[src/rtl/core/dcd_pkg.sv]
// ----------------------------------------------------------------------------
// Delayed command device package
// Word types, register indexes and constants shared by the block.
// ----------------------------------------------------------------------------
package dcd_pkg;

  localparam int unsigned CfgIdxW  = 3;
  localparam int unsigned CfgDataW = 32;

  typedef enum logic [CfgIdxW-1:0] {
    CFG_ENABLE       = 3'd0,
    CFG_SENS_INTERVAL = 3'd1,
    CFG_SENS_AMPL    = 3'd2,
    CFG_SENS_BASE    = 3'd3,
    CFG_CMD_DELAY    = 3'd4,
    CFG_FAULT_MASK   = 3'd5,
    CFG_FAULT_PROB   = 3'd6
  } cfg_idx_e;

  // Fault mask bit positions.
  localparam int unsigned FaultError   = 0;
  localparam int unsigned FaultOnes    = 1;
  localparam int unsigned FaultTimeout = 2;
  localparam int unsigned FaultStuck   = 3;

  localparam logic [15:0] IntervalDefault = 16'd100;
  localparam logic [13:0] ProbAlways      = 14'd10000;
  localparam logic [31:0] AllOnes         = 32'hFFFF_FFFF;
  localparam logic [2:0]  PhaseLast       = 3'h7;

  localparam logic [15:0] RstInterval = 16'd100;
  localparam logic [15:0] RstAmpl     = 16'd64;
  localparam logic [31:0] RstBase     = 32'h0000_1000;
  localparam logic [31:0] RstDelay    = 32'd500;

  typedef struct packed {
    logic        enable;
    logic [15:0] sensor_interval;
    logic [15:0] sensor_amplitude;
    logic [31:0] sensor_base;
    logic [31:0] command_delay;
    logic [3:0]  fault_select;
    logic [13:0] fault_probability;
  } cfg_t;

  typedef struct packed {
    logic en_rise;
    logic en_fall;
  } cfg_evt_t;

  typedef struct packed {
    logic        action;
    logic [31:0] command_data;
    logic [13:0] random_draw;
  } in_item_t;

  typedef struct packed {
    logic        busy_res;
    logic        data_available;
    logic        error_flag;
    logic [31:0] read_data;
    logic [31:0] sensor_value;
    logic [31:0] operation_count;
    logic        rejected;
  } res_item_t;

  // Command path view after the current word.
  typedef struct packed {
    logic        busy;
    logic        dav;
    logic        err;
    logic [31:0] result;
    logic [31:0] op_count;
    logic        rejected;
  } cmd_view_t;

endpackage

[src/rtl/core/dcd_chan_if.sv]
// ----------------------------------------------------------------------------
// Valid/ready channel
// Carries one word of type T per handshake.
// ----------------------------------------------------------------------------
interface dcd_chan_if #(
  parameter type T = logic
);
  logic valid;
  logic ready;
  T     payload;

  modport source (output valid, output payload, input ready);
  modport sink (input valid, input payload, output ready);
endinterface

[src/rtl/core/delayed_command_device_with_faults.sv]
// ----------------------------------------------------------------------------
// Delayed command device with faults
// Test peripheral with tick-driven command completion, a sensor triangle
// wave and injectable error, all-ones, timeout and stuck-busy faults.
// ----------------------------------------------------------------------------
// Every input word (a tick or a GO) is taken in a single handshake: the command engine
// and the sensor generator update their state at the accepting edge, and the
// status seen after that word is written into a two-word result queue in the
// same edge. A word is accepted whenever the queue has a free slot, so the
// block runs at one word per clock while results are taken, and can absorb one
// more word while a result waits on a stalled output. A result is registered in
// the queue and reaches the output once the results ahead of it are taken.
module delayed_command_device_with_faults #(
  parameter int unsigned BUSY_PERIOD = 50
) (
  input  logic                         clk_i,
  input  logic                         rst_ni,
  input  logic                         cfg_we_i,
  input  logic [dcd_pkg::CfgIdxW-1:0]  cfg_idx_i,
  input  logic [dcd_pkg::CfgDataW-1:0] cfg_data_i,
  dcd_chan_if.sink                     item_i,
  dcd_chan_if.source                   result_o
);
  import dcd_pkg::*;

  cfg_t      cfg;
  cfg_evt_t  evt;
  cmd_view_t view;
  res_item_t res;
  in_item_t  item;
  logic      accept, tick, go, q_ready;
  logic [31:0] sensor_d;

  assign item   = item_i.payload;
  assign accept = item_i.valid && q_ready;
  assign tick   = accept && cfg.enable && !item.action;
  assign go     = accept && cfg.enable && item.action;

  assign item_i.ready = q_ready;

  dcd_regs u_regs (
    .clk_i      (clk_i),
    .rst_ni     (rst_ni),
    .cfg_we_i   (cfg_we_i),
    .cfg_idx_i  (cfg_idx_i),
    .cfg_data_i (cfg_data_i),
    .cfg_o      (cfg),
    .evt_o      (evt)
  );

  dcd_sensor u_sensor (
    .clk_i      (clk_i),
    .rst_ni     (rst_ni),
    .tick_i     (tick),
    .cfg_i      (cfg),
    .evt_i      (evt),
    .sensor_d_o (sensor_d)
  );

  dcd_cmd #(
    .BUSY_PERIOD (BUSY_PERIOD)
  ) u_cmd (
    .clk_i          (clk_i),
    .rst_ni         (rst_ni),
    .tick_i         (tick),
    .go_i           (go),
    .command_data_i (item.command_data),
    .random_draw_i  (item.random_draw),
    .cfg_i          (cfg),
    .evt_i          (evt),
    .view_o         (view)
  );

  assign res.busy_res        = view.busy;
  assign res.data_available  = view.dav;
  assign res.error_flag      = view.err;
  assign res.read_data       = view.result;
  assign res.sensor_value    = sensor_d;
  assign res.operation_count = view.op_count;
  assign res.rejected        = view.rejected;

  dcd_outq u_outq (
    .clk_i       (clk_i),
    .rst_ni      (rst_ni),
    .push_i      (accept),
    .push_data_i (res),
    .in_ready_o  (q_ready),
    .out_valid_o (result_o.valid),
    .out_ready_i (result_o.ready),
    .out_data_o  (result_o.payload)
  );

endmodule

[src/rtl/core/dcd_regs.sv]
// ----------------------------------------------------------------------------
// Configuration registers
// Holds the settings and flags the edges of the enable bit.
// ----------------------------------------------------------------------------
module dcd_regs (
  input  logic                           clk_i,
  input  logic                           rst_ni,
  input  logic                           cfg_we_i,
  input  logic [dcd_pkg::CfgIdxW-1:0]    cfg_idx_i,
  input  logic [dcd_pkg::CfgDataW-1:0]   cfg_data_i,
  output dcd_pkg::cfg_t                  cfg_o,
  output dcd_pkg::cfg_evt_t              evt_o
);
  import dcd_pkg::*;

  cfg_t cfg_q, cfg_d;
  logic en_wr;

  assign en_wr = cfg_we_i && (cfg_idx_i == CFG_ENABLE);

  always_comb begin
    cfg_d = cfg_q;
    if (cfg_we_i) begin
      unique case (cfg_idx_e'(cfg_idx_i))
        CFG_ENABLE:        cfg_d.enable            = cfg_data_i[0];
        CFG_SENS_INTERVAL: cfg_d.sensor_interval   = cfg_data_i[15:0];
        CFG_SENS_AMPL:     cfg_d.sensor_amplitude  = cfg_data_i[15:0];
        CFG_SENS_BASE:     cfg_d.sensor_base       = cfg_data_i;
        CFG_CMD_DELAY:     cfg_d.command_delay     = cfg_data_i;
        CFG_FAULT_MASK:    cfg_d.fault_select      = cfg_data_i[3:0];
        CFG_FAULT_PROB:    cfg_d.fault_probability = cfg_data_i[13:0];
        default: ;
      endcase
    end
  end

  always_ff @(posedge clk_i or negedge rst_ni) begin
    if (!rst_ni) begin
      cfg_q.enable            <= 1'b0;
      cfg_q.sensor_interval   <= RstInterval;
      cfg_q.sensor_amplitude  <= RstAmpl;
      cfg_q.sensor_base       <= RstBase;
      cfg_q.command_delay     <= RstDelay;
      cfg_q.fault_select      <= '0;
      cfg_q.fault_probability <= '0;
    end else begin
      cfg_q <= cfg_d;
    end
  end

  assign cfg_o         = cfg_q;
  assign evt_o.en_rise = en_wr && cfg_data_i[0] && !cfg_q.enable;
  assign evt_o.en_fall = en_wr && !cfg_data_i[0] && cfg_q.enable;

endmodule

[src/rtl/core/dcd_sensor.sv]
// ----------------------------------------------------------------------------
// Sensor generator
// Steps an eight-phase triangle wave once per sensor interval.
// ----------------------------------------------------------------------------
module dcd_sensor (
  input  logic              clk_i,
  input  logic              rst_ni,
  input  logic              tick_i,
  input  dcd_pkg::cfg_t     cfg_i,
  input  dcd_pkg::cfg_evt_t evt_i,
  output logic [31:0]       sensor_d_o
);
  import dcd_pkg::*;

  logic [15:0] timer_q, timer_d, timer_inc, interval;
  logic [2:0]  phase_q, phase_d;
  logic [31:0] value_q, value_d;
  logic [1:0]  step;
  logic [15:0] swing;

  assign interval  = (cfg_i.sensor_interval == '0) ? IntervalDefault : cfg_i.sensor_interval;
  assign timer_inc = timer_q + 16'd1;

  // Phases 0..3 climb and 4..7 fall back toward the baseline.
  assign step  = phase_d[2] ? 2'(PhaseLast - phase_d) : phase_d[1:0];
  assign swing = 16'(step) * 16'(cfg_i.sensor_amplitude[15:2]);

  always_comb begin
    timer_d = timer_q;
    phase_d = phase_q;
    value_d = value_q;
    if (tick_i) begin
      timer_d = timer_inc;
      if (timer_inc >= interval) begin
        timer_d = '0;
        phase_d = phase_q + 3'd1;
        value_d = cfg_i.sensor_base + 32'(swing);
      end
    end
    if (evt_i.en_rise) begin
      timer_d = '0;
    end
  end

  always_ff @(posedge clk_i or negedge rst_ni) begin
    if (!rst_ni) begin
      timer_q <= '0;
      phase_q <= '0;
      value_q <= '0;
    end else begin
      timer_q <= timer_d;
      phase_q <= phase_d;
      value_q <= value_d;
    end
  end

  assign sensor_d_o = value_d;

endmodule

[src/rtl/core/dcd_cmd.sv]
// ----------------------------------------------------------------------------
// Command engine
// GO capture, fault draw, completion countdown, status and stuck busy.
// ----------------------------------------------------------------------------
module dcd_cmd #(
  parameter int unsigned BUSY_PERIOD = 50
) (
  input  logic               clk_i,
  input  logic               rst_ni,
  input  logic               tick_i,
  input  logic               go_i,
  input  logic [31:0]        command_data_i,
  input  logic [13:0]        random_draw_i,
  input  dcd_pkg::cfg_t      cfg_i,
  input  dcd_pkg::cfg_evt_t  evt_i,
  output dcd_pkg::cmd_view_t view_o
);
  import dcd_pkg::*;

  localparam int unsigned BtW = $clog2(BUSY_PERIOD + 1);

  logic           pending_q, pending_d;
  logic           armed_q, armed_d;
  logic [31:0]    ctimer_q, ctimer_d, ctimer_dec;
  logic [31:0]    cap_data_q, cap_data_d;
  logic [3:0]     cap_fault_q, cap_fault_d;
  logic           busy_q, busy_d, dav_q, dav_d, err_q, err_d;
  logic [31:0]    result_q, result_d;
  logic [31:0]    op_cnt_q, op_cnt_d;
  logic [BtW-1:0] btimer_q, btimer_d, btimer_inc;
  logic           prob_hit, fault;
  logic           rejected;

  assign ctimer_dec = ctimer_q - 32'd1;
  assign btimer_inc = btimer_q + BtW'(1);

  assign prob_hit = (cfg_i.fault_probability != '0) &&
                    ((cfg_i.fault_probability >= ProbAlways) ||
                     (random_draw_i < cfg_i.fault_probability));
  assign fault    = (cfg_i.fault_select != '0) && prob_hit;

  always_comb begin
    pending_d   = pending_q;
    armed_d     = armed_q;
    ctimer_d    = ctimer_q;
    cap_data_d  = cap_data_q;
    cap_fault_d = cap_fault_q;
    busy_d      = busy_q;
    dav_d       = dav_q;
    err_d       = err_q;
    result_d    = result_q;
    op_cnt_d    = op_cnt_q;
    btimer_d    = btimer_q;
    rejected    = 1'b0;

    if (tick_i) begin
      if (armed_q) begin
        ctimer_d = ctimer_dec;
        if (ctimer_dec == '0) begin
          armed_d = 1'b0;
          if (pending_q) begin
            busy_d = 1'b0;
            if (cap_fault_q[FaultError]) begin
              err_d = 1'b1;
            end else if (cap_fault_q[FaultOnes]) begin
              result_d = AllOnes;
              dav_d    = 1'b1;
            end else begin
              result_d = cap_data_q;
              dav_d    = 1'b1;
            end
            op_cnt_d    = op_cnt_q + 32'd1;
            pending_d   = 1'b0;
            cap_fault_d = '0;
          end
        end
      end
      // Stuck busy is checked after the completion so it wins.
      btimer_d = btimer_inc;
      if (btimer_inc >= BtW'(BUSY_PERIOD)) begin
        btimer_d = '0;
        if (cfg_i.fault_select[FaultStuck]) begin
          busy_d = 1'b1;
        end
      end
    end

    if (go_i) begin
      if (pending_q) begin
        rejected = 1'b1;
      end else begin
        cap_data_d = command_data_i;
        busy_d     = 1'b1;
        dav_d      = 1'b0;
        pending_d  = 1'b1;
        if (fault && cfg_i.fault_select[FaultTimeout]) begin
          armed_d = 1'b0;
        end else begin
          cap_fault_d = fault ? cfg_i.fault_select : 4'd0;
          ctimer_d    = (cfg_i.command_delay == '0) ? 32'd1 : cfg_i.command_delay;
          armed_d     = 1'b1;
        end
      end
    end

    if (evt_i.en_rise) begin
      btimer_d = '0;
    end
    if (evt_i.en_fall) begin
      armed_d = 1'b0;
    end
  end

  always_ff @(posedge clk_i or negedge rst_ni) begin
    if (!rst_ni) begin
      pending_q   <= 1'b0;
      armed_q     <= 1'b0;
      ctimer_q    <= '0;
      cap_data_q  <= '0;
      cap_fault_q <= '0;
      busy_q      <= 1'b0;
      dav_q       <= 1'b0;
      err_q       <= 1'b0;
      result_q    <= '0;
      op_cnt_q    <= '0;
      btimer_q    <= '0;
    end else begin
      pending_q   <= pending_d;
      armed_q     <= armed_d;
      ctimer_q    <= ctimer_d;
      cap_data_q  <= cap_data_d;
      cap_fault_q <= cap_fault_d;
      busy_q      <= busy_d;
      dav_q       <= dav_d;
      err_q       <= err_d;
      result_q    <= result_d;
      op_cnt_q    <= op_cnt_d;
      btimer_q    <= btimer_d;
    end
  end

  assign view_o.busy     = busy_d;
  assign view_o.dav      = dav_d;
  assign view_o.err      = err_d;
  assign view_o.result   = result_d;
  assign view_o.op_count = op_cnt_d;
  assign view_o.rejected = rejected;

endmodule

[src/rtl/core/dcd_outq.sv]
// ----------------------------------------------------------------------------
// Result queue
// Two-word output buffer so a new word can enter while one waits.
// ----------------------------------------------------------------------------
module dcd_outq (
  input  logic                clk_i,
  input  logic                rst_ni,
  input  logic                push_i,
  input  dcd_pkg::res_item_t  push_data_i,
  output logic                in_ready_o,
  output logic                out_valid_o,
  input  logic                out_ready_i,
  output dcd_pkg::res_item_t  out_data_o
);
  import dcd_pkg::*;

  localparam int unsigned Depth = 2;
  localparam int unsigned PtrW  = $clog2(Depth);
  localparam int unsigned CntW  = $clog2(Depth + 1);

  res_item_t     mem_q [Depth];
  logic [PtrW-1:0] wr_ptr_q, rd_ptr_q;
  logic [CntW-1:0] cnt_q;
  logic            pop;

  assign in_ready_o  = (cnt_q != CntW'(Depth));
  assign out_valid_o = (cnt_q != '0);
  assign pop         = out_valid_o && out_ready_i;
  assign out_data_o  = mem_q[rd_ptr_q];

  always_ff @(posedge clk_i) begin
    if (push_i) begin
      mem_q[wr_ptr_q] <= push_data_i;
    end
  end

  always_ff @(posedge clk_i or negedge rst_ni) begin
    if (!rst_ni) begin
      wr_ptr_q <= '0;
      rd_ptr_q <= '0;
      cnt_q    <= '0;
    end else begin
      if (push_i) begin
        wr_ptr_q <= (wr_ptr_q == PtrW'(Depth - 1)) ? '0 : wr_ptr_q + PtrW'(1);
      end
      if (pop) begin
        rd_ptr_q <= (rd_ptr_q == PtrW'(Depth - 1)) ? '0 : rd_ptr_q + PtrW'(1);
      end
      if (push_i && !pop) begin
        cnt_q <= cnt_q + CntW'(1);
      end else if (pop && !push_i) begin
        cnt_q <= cnt_q - CntW'(1);
      end
    end
  end

endmodule

[src/flat_wrapper.sv]
// flat-port wrapper written by rule: the top's interface ports become plain ports
module delayed_command_device_with_faults_flat import dcd_pkg::*;
#(
  parameter int unsigned BUSY_PERIOD = 50
)
  (clk_i, rst_ni, cfg_we_i, cfg_idx_i, cfg_data_i, item_i_valid, item_i_payload, item_i_ready, result_o_valid, result_o_payload, result_o_ready);
  dcd_chan_if item_i_i ();
  dcd_chan_if result_o_i ();
  input  logic clk_i;
  input  logic rst_ni;
  input  logic cfg_we_i;
  input  logic [dcd_pkg::CfgIdxW-1:0] cfg_idx_i;
  input  logic [dcd_pkg::CfgDataW-1:0] cfg_data_i;
  input wire logic [$bits(item_i_i.valid)-1:0] item_i_valid;
  input wire logic [$bits(item_i_i.payload)-1:0] item_i_payload;
  output wire logic [$bits(item_i_i.ready)-1:0] item_i_ready;
  output wire logic [$bits(result_o_i.valid)-1:0] result_o_valid;
  output wire logic [$bits(result_o_i.payload)-1:0] result_o_payload;
  input wire logic [$bits(result_o_i.ready)-1:0] result_o_ready;
  assign item_i_i.valid = item_i_valid;
  assign item_i_i.payload = item_i_payload;
  assign item_i_ready = item_i_i.ready;
  assign result_o_valid = result_o_i.valid;
  assign result_o_payload = result_o_i.payload;
  assign result_o_i.ready = result_o_ready;
  delayed_command_device_with_faults #(.BUSY_PERIOD(BUSY_PERIOD)) u_core (.clk_i(clk_i), .rst_ni(rst_ni), .cfg_we_i(cfg_we_i), .cfg_idx_i(cfg_idx_i), .cfg_data_i(cfg_data_i), .item_i(item_i_i), .result_o(result_o_i));
endmodule
[config.mk]
export PLATFORM = sky130hd
export DESIGN_NAME = delayed_command_device_with_faults_flat
export DESIGN_NICKNAME = d
export VERILOG_FILES = /design/src/rtl/core/dcd_pkg.sv /design/src/rtl/core/dcd_chan_if.sv /design/src/rtl/core/delayed_command_device_with_faults.sv /design/src/rtl/core/dcd_regs.sv /design/src/rtl/core/dcd_sensor.sv /design/src/rtl/core/dcd_cmd.sv /design/src/rtl/core/dcd_outq.sv /design/src/flat_wrapper.sv
export SDC_FILE = /design/constraint.sdc
export NUM_CORES = 1
export LEC_CHECK = 0
export BUFFER_PORTS_ARGS = -buffer_cell sky130_fd_sc_hd__buf_2
export CAP_MARGIN = 0
export CORE_AREA = 2 2 39 41
export DETAILED_ROUTE_END_ITERATION = 16
export DIE_AREA = 0 0 41 43
export PLACE_DENSITY_LB_ADDON = 0.05
export RECOVER_POWER = 100
export SLEW_MARGIN = 20
export SYNTH_ARGS = -nofsm -noshare
export SYNTH_HDL_FRONTEND = slang
export SYNTH_SLANG_ARGS = --single-unit
[constraint.sdc]
create_clock -name clk_i -period 1.3 [get_ports clk_i]
set_clock_uncertainty 0.05 [all_clocks]
set_input_delay 0.065 -clock clk_i [delete_from_list [all_inputs] [get_ports clk_i]]
set_output_delay 0.065 -clock clk_i [all_outputs]
set_load 0.1 [all_outputs]
==> flow_metrics.env, run 1 <==
export IMPL_status="finished with violations"
export IMPL_violations="negative setup slack"
export IMPL_clk_latency_ns=0.22
export IMPL_wl_per_cell_um=6.69
export IMPL_numPortBuffers=5
export IMPL_period_share=1.06
export IMPL_end_kind="flop"
export IMPL_synth_cells=13
export IMPL_largestRegisters="u_core.u_outq.cnt_q (2)"
export IMPL_powerDensity_nw_per_um2=3500
export IMPL_largest_register="u_core.u_outq.cnt_q"
export IMPL_slew_viol_final=0
export IMPL_power_leakage_nw=0.139
export IMPL_layout_common_cells="buf_4 (5), clkbuf_4 (3), xor2_1 (2), buf_2 (2), dfrtp_1 (2)"
export IMPL_start_util=0.0913
export IMPL_cp_start_kind="flop"
export IMPL_cts_root_buffer="clkbuf_4"
export IMPL_place_area_sq_um=251
export IMPL_n_antenna_cell=0
export IMPL_gr_total_overflow=0
export IMPL_cts_tree="done"
export IMPL_routabilityCongestion=0.605
export IMPL_max_vdd_ir_drop_uv=766
export IMPL_path_max_fanout=3
export IMPL_grt_antenna_before_repair=0
export IMPL_worstSetupPathType="flop to flop"
export IMPL_nets=70
export IMPL_ant_nets=0
export IMPL_routed_wirelength_um=281
export IMPL_hold_viol=0
export IMPL_largest_reg_flops=2
export IMPL_synth_top_area_frac=0.396
export IMPL_cts_path_max_buffers=2
export IMPL_numCtsBuffers=3
export IMPL_finalPower_mw=1.02
export IMPL_area_growth_synth_to_final_pct=130
export IMPL_grt_max_degree=4
export IMPL_syn_area_sq_um=126
export IMPL_fin_crit_ns=1.37
export IMPL_cp_arrival_ns=1.42
export IMPL_cap_violations=0
export IMPL_clk_pin_slew_ns=0.03
export IMPL_yosysSeqAreaShare=0.396
export IMPL_dieWidth_um=41
export IMPL_core_sq_um=1380
export IMPL_pre_cts_ws_ns=-0.0999
export IMPL_hpwlAfterDp_um=220
export IMPL_synthesis_nets=55
export IMPL_drc=0
export IMPL_grt_pass1_vias=144
export IMPL_drive_above_1_share=0.654
export IMPL_final_area_sq_um=290
export IMPL_syn_avg_cell_area_sq_um=9.72
export IMPL_hold_class="input pin to asynchronous set/reset pin"
export IMPL_worst_slack_ns=-0.0742
export IMPL_clkSinkCount=2
export IMPL_grt_usage=0.0471
export IMPL_rsz0062_at_grt="true"
export IMPL_yosysTopAreaCell="dfrtp_1"
export IMPL_layout_commonest_cell="buf_4"
export IMPL_io_pins=44
export IMPL_die_area_sq_um=1760
export IMPL_synth_warning_count=0
export IMPL_dr_pass1_iters=1
export IMPL_via_per_inst=2.93
export IMPL_setup_violations_final=1
export IMPL_cts_max_level=1
export IMPL_grt_pass1_wl_um=503
export IMPL_ys_top_cells_by_area="dfrtp_1 (40%), xor2_1 (14%), ha_1 (9.9%)"
export IMPL_fp_row_count=14
export IMPL_ys_ff_latch=2
export IMPL_required_ns=1.35
export IMPL_fmaxAchievable_mhz=728
export IMPL_drt_iter0_markers=0
export IMPL_synth_distinct_cells=11
export IMPL_die_height_um=43
export IMPL_vias=123
cells by family after synthesis:
kind of cell,synth area share
simple gates,0.208
xor+xnor,0.208
flops,0.396
buf+inv,0.0594
fa+ha+maj,0.0990
other cells,0.0297
synth_stat cells:
cell      count
xor2_1        2
xnor2_1       1
conb_1        1
nor2_1        1
nand2_1       1
ha_1          1
buf_4         1
dfrtp_1       2
nand2b_1      1
and2_1        1
or2_2         1
metal layers:
metal | vias up | GRT usage | share of wire
met3 | 0 | 0.0209 | 0.10
met1 | 56 | 0.0449 | 0.34
met5 | - | 0 | 0
met4 | 0 | 0.0600 | 0
met2 | 4 | 0.0625 | 0.56
li1 | 63 | - | -
final cells by class:
type	instances	area, sq um
tap	16	20.0
multi-input combinational	10	101
fill	159	1090
sequential	2	50.0
timing repair buffer	11	96.3
clock buffer	3	22.5
final timing paths:
kind	to	cells after the start	startpoint	slack, ns
worst max-delay path	u_core.u_outq.cnt_q[1]	6	u_core.u_outq.cnt_q[1]	-0.07
worst min-delay path	u_core.u_outq.cnt_q[0]	2	rst_ni	0.11
worst max register to register	u_core.u_outq.cnt_q[1]	6	u_core.u_outq.cnt_q[1]	-0.07
worst min register to register	u_core.u_outq.cnt_q[1]	2	u_core.u_outq.cnt_q[1]	0.54
max in group asynchronous	u_core.u_outq.cnt_q[1]	2	rst_ni	0.97
min in group clk_i	u_core.u_outq.cnt_q[0]	4	result_o_ready	0.21
through the flow:
step           hold slack (ns)   util  cells  setup TNS (ns)
2_1_floorplan           -0.281      -     13          -0.398
3_3_place_gp            -0.196  0.182     37          -0.106
3_5_place_dp            -0.198  0.182     37         -0.0999
4_1_cts                 0.0942  0.214     42         -0.0948
5_1_grt                  0.102  0.210     42          -0.164
6_report                 0.107  0.210     42         -0.0742
report_power, final:
group | switching [mW] | internal (mW)
Sequential | 0.0268 | 0.0996
Combinational | 0.410 | 0.345
Clock | 0.0331 | 0.102
Total | 0.470 | 0.547
critical path, cell delays in order, from the launching register on:
cell,delay (ns)
dfrtp_1,0.39
or2_4,0.27
nand2_4,0.06
ha_4,0.13
xor2_1,0.13
nor2_1,0.06
xor2_1,0.16
timing repair:
| item | CTS | global route |
|---|---|---|
| endpoints found under the hold margin | 2 | 0 |
| pin swaps | 5 | 0 |
| buffers inserted | 1 | 0 |
| hold buffers | 1 | 0 |
| setup endpoints to repair | 2 | 2 |
| gates resized for setup | 1 | 0 |
Note: power is estimated with default switching activity, not from simulation.
==> run 2, diff against run 1 <==
- CORE_AREA: 2 2 39 41 -> unset
- CORE_MARGIN: unset -> 1
- CORE_UTILIZATION: unset -> 30
- DIE_AREA: 0 0 41 43 -> unset
- PLACE_DENSITY: unset -> 0.45
- PLACE_DENSITY_LB_ADDON: 0.05 -> unset
- SYNTH_HIERARCHICAL: unset -> 1
- TNS_END_PERCENT: unset -> 10
==> flow_metrics.env, run 2 <==
export IMPL_gr_usage_met1=0.208
export IMPL_holdPathStages=3
export IMPL_fin_setup_tns_ns=-28.03
export IMPL_n_antenna_cell=0
export IMPL_switching_share=0.375
export IMPL_seqPwrFrac=0.312
export IMPL_powerDensity_nw_per_um2=1970
export IMPL_cap_violations=0
export IMPL_cts_setup_buffers=0
export IMPL_die_area_sq_um=17700
export IMPL_p_sw_mw=5.19
export IMPL_gr_max_usage_layer="met2"
export IMPL_worstMarginPinSlew_ns=0.982
export IMPL_grt_max_degree=85
export IMPL_routed_wirelength_um=12700
export IMPL_place_area_sq_um=6250
export IMPL_drc=0
export IMPL_end_kind="flop"
export IMPL_slew_headroom=0.345
export IMPL_path_max_fanout=5
export IMPL_gr_usage_met2=0.246
export IMPL_cpMaxStageDelayCell="or4_4"
export IMPL_synth_warning_count=6
export IMPL_layout_common_cells="dfrtp_1 (80), buf_4 (75), mux2_2 (42)"
export IMPL_worst_slack_ns=-1.16
export IMPL_io_pins=44
export IMPL_crit_path_cell_trace="or4_4 > nor4_4 > nand4_1 > o32ai_2 > a21oi_4 > nor3_2 > o22ai_1"
export IMPL_rsz0062_at_grt="true"
export IMPL_status="finished with violations"
export IMPL_power_leakage_nw=3.21
export IMPL_final_area_sq_um=7040
export IMPL_die_height_um=133
export IMPL_cpPeakStageDelay_ns=0.57
export IMPL_period_share=1.89
export IMPL_start_util=0.309
export IMPL_ant_nets=0
export IMPL_nets=674
export IMPL_met3_usage=0.0263
export IMPL_cp_top_family="simple AND/OR/NAND/NOR gates"
export IMPL_r2r_start="u_core/u_cmd/ctimer_q[6]"
export IMPL_cp_arrival_ns=2.64
export IMPL_synth_cells=463
export IMPL_core_sq_um=16700
export IMPL_area_growth_synth_to_final_pct=36.5
export IMPL_dieWidth_um=133
export IMPL_worstSetupPathType="flop to flop"
export IMPL_gr_total_overflow=0
export IMPL_cp_start_kind="flop"
export IMPL_largest_reg_flops=48
export IMPL_slew_viol_final=0
export IMPL_grt_pass1_vias=4047
export IMPL_p_int_mw=8.65
export IMPL_path_buf_inv=0
export IMPL_fin_crit_ns=2.46
export IMPL_cts_max_level=3
export IMPL_via_per_inst=4.64
export IMPL_hp_start="cfg_idx_i[0]"
export IMPL_max_vdd_ir_drop_uv=837
export IMPL_power_frac_clock=0.199
export IMPL_multiInputGateArea_sq_um=2870
export IMPL_r2r_cells=7
export IMPL_clk_pin_slew_ns=0.07
export IMPL_fp_row_count=47
export IMPL_grt_antenna_before_repair=0
export IMPL_numPortBuffers=43
export IMPL_clk_latency_ns=0.35
export IMPL_fillers=1654
export IMPL_dr_pass1_iters=4
export IMPL_numCtsBuffers=9
export IMPL_fmaxAchievable_mhz=407
export IMPL_drive_above_1_share=0.404
export IMPL_r2r_slack_ns=-1.16
export IMPL_regArea_sq_um=2220
export IMPL_holdWs_ns=0.0618
export IMPL_syn_avg_cell_area_sq_um=11.1
export IMPL_hold_class="input pin to flop"
export IMPL_violations="negative setup slack"
export IMPL_min_to="u_core/u_regs/cfg_o[16]"
export IMPL_grt_pass1_wl_um=21100
export IMPL_cts_path_max_buffers=2
export IMPL_finalPower_mw=13.8
export IMPL_syn_area_sq_um=5160
export IMPL_setup_violations_final=41
export IMPL_combPwrFrac=0.489
export IMPL_clkSinkCount=88
export IMPL_routabilityCongestion=0.852
export IMPL_reg2reg_to="u_core/u_cmd/armed_q"
export IMPL_hold_viol=0
export IMPL_cts_root_buffer="clkbuf_16"
export IMPL_cts_tree="done"
export IMPL_layout_commonest_cell="dfrtp_1"
export IMPL_drt_iter0_markers=114
export IMPL_vias=3911
export IMPL_grt_usage=0.152
export IMPL_hpwlAfterDp_um=9390
export IMPL_wl_per_cell_um=15.1
export IMPL_required_ns=1.48
[run 2: how the worst max path moves through the flow]
stage	start	end	slack [ns]	cells after the start
6_report	u_core/u_cmd/ctimer_q[6]	u_core/u_cmd/armed_q	-1.16	7
5_1_grt	u_core/u_cmd/ctimer_q[0]	u_core/u_cmd/armed_q	-1.30	9
4_1_cts	u_core/u_cmd/ctimer_q[6]	u_core/u_cmd/armed_q	-1.17	7
3_5_place_dp	u_core/u_cmd/ctimer_q[1]	u_core/u_cmd/armed_q	-1.25	9
3_3_place_gp	u_core/u_cmd/ctimer_q[1]	u_core/u_cmd/armed_q	-1.18	9
2_1_floorplan	u_core/u_outq/cnt_q[0]	u_core/u_cmd/ctimer_q[27]	-1.47	11
[run 2: layout make-up]
cell class              count  area share
multi-input cells         335       0.408
inverters                  17     0.00906
clock inverters             7      0.0123
well taps                 220      0.0391
clock buffers               9      0.0320
repair buffers            166       0.184
flip-flops and latches     88       0.315
[run 2: worst reg2reg max path, cell delays in order, from the launching register on]
cell	delay, ns
dfrtp_1	0.37
or4_4	0.57
nor4_4	0.40
nand4_1	0.21
o32ai_2	0.37
a21oi_4	0.05
nor3_2	0.21
o22ai_1	0.11
[run 2: power groups by stage]
stage               clock (mW)  sequential [mW]  combinational (mW)
floorplan                    0             4.21                3.87
global placement             0             4.37                6.12
detailed placement           0             4.38                6.19
CTS                       2.85             4.36                6.77
global route              2.97             4.43                7.35
finish                    2.75             4.33                6.77
[run 2: repair_timing]
| item | CTS | global route |
|---|---|---|
| pin swaps | 6 | 5 |
| hold endpoints to repair | 129 | 0 |
| gates resized for setup | 49 | 16 |
| hold buffers | 35 | 0 |
| endpoints found under the setup margin | 41 | 42 |
[run 2: per-layer routing]
metal	vias to the layer above	wire length, um
li1	1931	-
met3	13	295
met1	1912	6270
met5	-	0
met4	0	176
met2	55	5950
[run 2: per-stage QoR]
| step | util | std cells | worst slack (ns) |
|---|---|---|---|
| after floorplan | - | 478 | -1.47 |
| after global placement | 0.374 | 791 | -1.18 |
| after detailed placement | 0.374 | 791 | -1.25 |
| after CTS | 0.427 | 842 | -1.17 |
| after global routing | 0.422 | 842 | -1.30 |
| final | 0.422 | 842 | -1.16 |
==> run 3, diff against run 2 <==
- SETUP_SLACK_MARGIN: unset -> 0.4
==> flow_metrics.env, run 3 (synthesized netlist as in run 2, its figures left out) <==
export IMPL_largest_reg_flops=48
export IMPL_end_kind="flop"
export IMPL_numCtsBuffers=9
export IMPL_worstMarginPinSlew_ns=1.01
export IMPL_layout_commonest_cell="dfrtp_1"
export IMPL_r2r_cells=8
export IMPL_power_frac_clock=0.195
export IMPL_gr_total_overflow=0
export IMPL_io_pins=44
export IMPL_drc=0
export IMPL_fin_setup_tns_ns=-26.69
export IMPL_switching_share=0.368
export IMPL_cts_max_level=3
export IMPL_cts_tree="done"
export IMPL_cp_start_kind="flop"
export IMPL_clkSinkCount=88
export IMPL_hp_start="cfg_idx_i[0]"
export IMPL_rsz0062_at_grt="true"
export IMPL_gr_max_usage_layer="met2"
export IMPL_reg2reg_to="u_core/u_cmd/ctimer_q[28]"
export IMPL_area_growth_synth_to_final_pct=37.9
export IMPL_drt_iter0_markers=139
export IMPL_final_cells=843
export IMPL_pre_cts_ws_ns=-1.41
export IMPL_path_max_fanout=3
export IMPL_dieWidth_um=133
export IMPL_clk_latency_ns=0.35
export IMPL_cp_arrival_ns=2.61
export IMPL_grt_usage=0.156
export IMPL_p_int_mw=8.88
export IMPL_fin_crit_ns=2.43
export IMPL_numPortBuffers=43
export IMPL_ant_nets=0
export IMPL_hold_class="input pin to flop"
export IMPL_drive_above_1_share=0.411
export IMPL_cts_root_buffer="clkbuf_16"
export IMPL_die_area_sq_um=17700
export IMPL_grt_max_degree=34
export IMPL_finalPower_mw=14.0
export IMPL_grt_antenna_before_repair=0
export IMPL_power_leakage_nw=3.28
export IMPL_setup_violations_final=41
export IMPL_holdPathStages=3
export IMPL_min_to="u_core/u_regs/cfg_o[16]"
export IMPL_fillers=1674
export IMPL_routed_wirelength_um=12700
export IMPL_fp_row_count=47
export IMPL_core_sq_um=16700
export IMPL_period_share=1.87
export IMPL_gr_usage_met2=0.256
export IMPL_met3_usage=0.0308
export IMPL_holdWs_ns=0.0288
export IMPL_layout_common_cells="dfrtp_1 (79), buf_4 (75), mux2_2 (41)"
export IMPL_via_per_inst=4.68
export IMPL_cts_path_max_buffers=2
export IMPL_required_ns=1.48
export IMPL_r2r_start="u_core/u_cmd/ctimer_q[8]"
export IMPL_r2r_slack_ns=-1.13
export IMPL_hold_viol=0
export IMPL_slew_viol_final=0
export IMPL_clk_pin_slew_ns=0.06
export IMPL_critPathLaunch="u_core/u_cmd/ctimer_q[8]"
export IMPL_dr_pass1_iters=4
export IMPL_seqPwrFrac=0.308
export IMPL_die_height_um=133
export IMPL_slew_headroom=0.329
export IMPL_worst_slack_ns=-1.13
export IMPL_grt_pass1_wl_um=21400
export IMPL_max_vdd_ir_drop_uv=813
export IMPL_gr_usage_met1=0.207
export IMPL_combPwrFrac=0.497
export IMPL_nets=675
export IMPL_wl_per_cell_um=15.0
export IMPL_violations="negative setup slack"
export IMPL_start_util=0.309
export IMPL_cap_violations=0
export IMPL_status="finished with violations"
export IMPL_powerDensity_nw_per_um2=1970
export IMPL_grt_pass1_vias=4172
export IMPL_fmaxAchievable_mhz=412
export IMPL_vias=3947
export IMPL_dp_cells=791
export IMPL_routabilityCongestion=0.826
export IMPL_p_sw_mw=5.16
export IMPL_hpwlAfterDp_um=9540
export IMPL_worstSetupPathType="flop to flop"
export IMPL_n_antenna_cell=0
==> run 3: cell types whose count changed in the layout (fill, tap and decap cells not counted), moves of 2 or more <==
cell           change
buf_6              +2
buf_8              +2
clkbuf_4           -2
clkbuf_8           +2
dlygate4sd3_1      -2
inv_8              -2
nand2_2            -2
nand2_4            +3
==> run 3: worst max-delay path by stage <==
stage | endpoint | slack [ns]
after global placement | u_core/u_cmd/armed_q | -1.30
after global routing | u_core/u_cmd/ctimer_q[28] | -1.26
after floorplan | u_core/u_cmd/ctimer_q[27] | -1.47
final | u_core/u_cmd/ctimer_q[28] | -1.13
after CTS | u_core/u_cmd/ctimer_q[30] | -1.16
after detailed placement | u_core/u_cmd/armed_q | -1.41
==> run 3: critical path, cell delays in order, from the launching register on <==
cell	delay, ns
dfrtp_1	0.40
or4_4	0.58
nor4_4	0.36
nand4_1	0.17
nor3_2	0.13
buf_4	0.15
nand2_1	0.07
xnor2_1	0.14
mux2_4	0.27
==> run 3: layout make-up <==
| cell class | instances | area, sq um | area share |
|---|---|---|---|
| Clock buffer | 11 | 253 | 0.0355 |
| Clock inverter | 5 | 62.6 | 0.00879 |
| Inverter | 17 | 63.8 | 0.00897 |
| Multi-Input combinational cell | 335 | 2900 | 0.408 |
| Sequential cell | 88 | 2220 | 0.312 |
| Tap cell | 220 | 275 | 0.0387 |
| Timing Repair Buffer | 167 | 1340 | 0.188 |
==> run 3: what timing repair did <==
item | CTS | global route
hold endpoints to repair | 134 | 0
resized for setup | 53 | 28
hold buffers | 33 | 0
buffers inserted | 2 | 1
endpoints found under the setup margin | 48 | 47
pin swaps | 15 | 9
gates cloned | 0 | 0
==> run 3: stage by stage <==
| step | util | area [sq um] |
|---|---|---|
| 2_1_floorplan | - | 5270 |
| 3_3_place_gp | 0.376 | 6280 |
| 3_5_place_dp | 0.376 | 6280 |
| 4_1_cts | 0.429 | 7170 |
| 5_1_grt | 0.426 | 7110 |
| 6_report | 0.426 | 7110 |
==> run 3: metal layers <==
layer	vias up	wire length, um
met5	-	0
met1	1927	5940
met2	68	6120
li1	1939	-
met4	0	165
met3	13	455
==> run 3: power groups by stage <==
stage / registers, mW / clock network [mW] / logic (mW)
4_1_cts: 4.35 / 2.84 / 6.89
3_5_place_dp: 4.38 / 0 / 6.25
3_3_place_gp: 4.37 / 0 / 6.20
2_1_floorplan: 4.21 / 0 / 3.94
5_1_grt: 4.45 / 2.94 / 7.58
6_report: 4.33 / 2.73 / 6.97
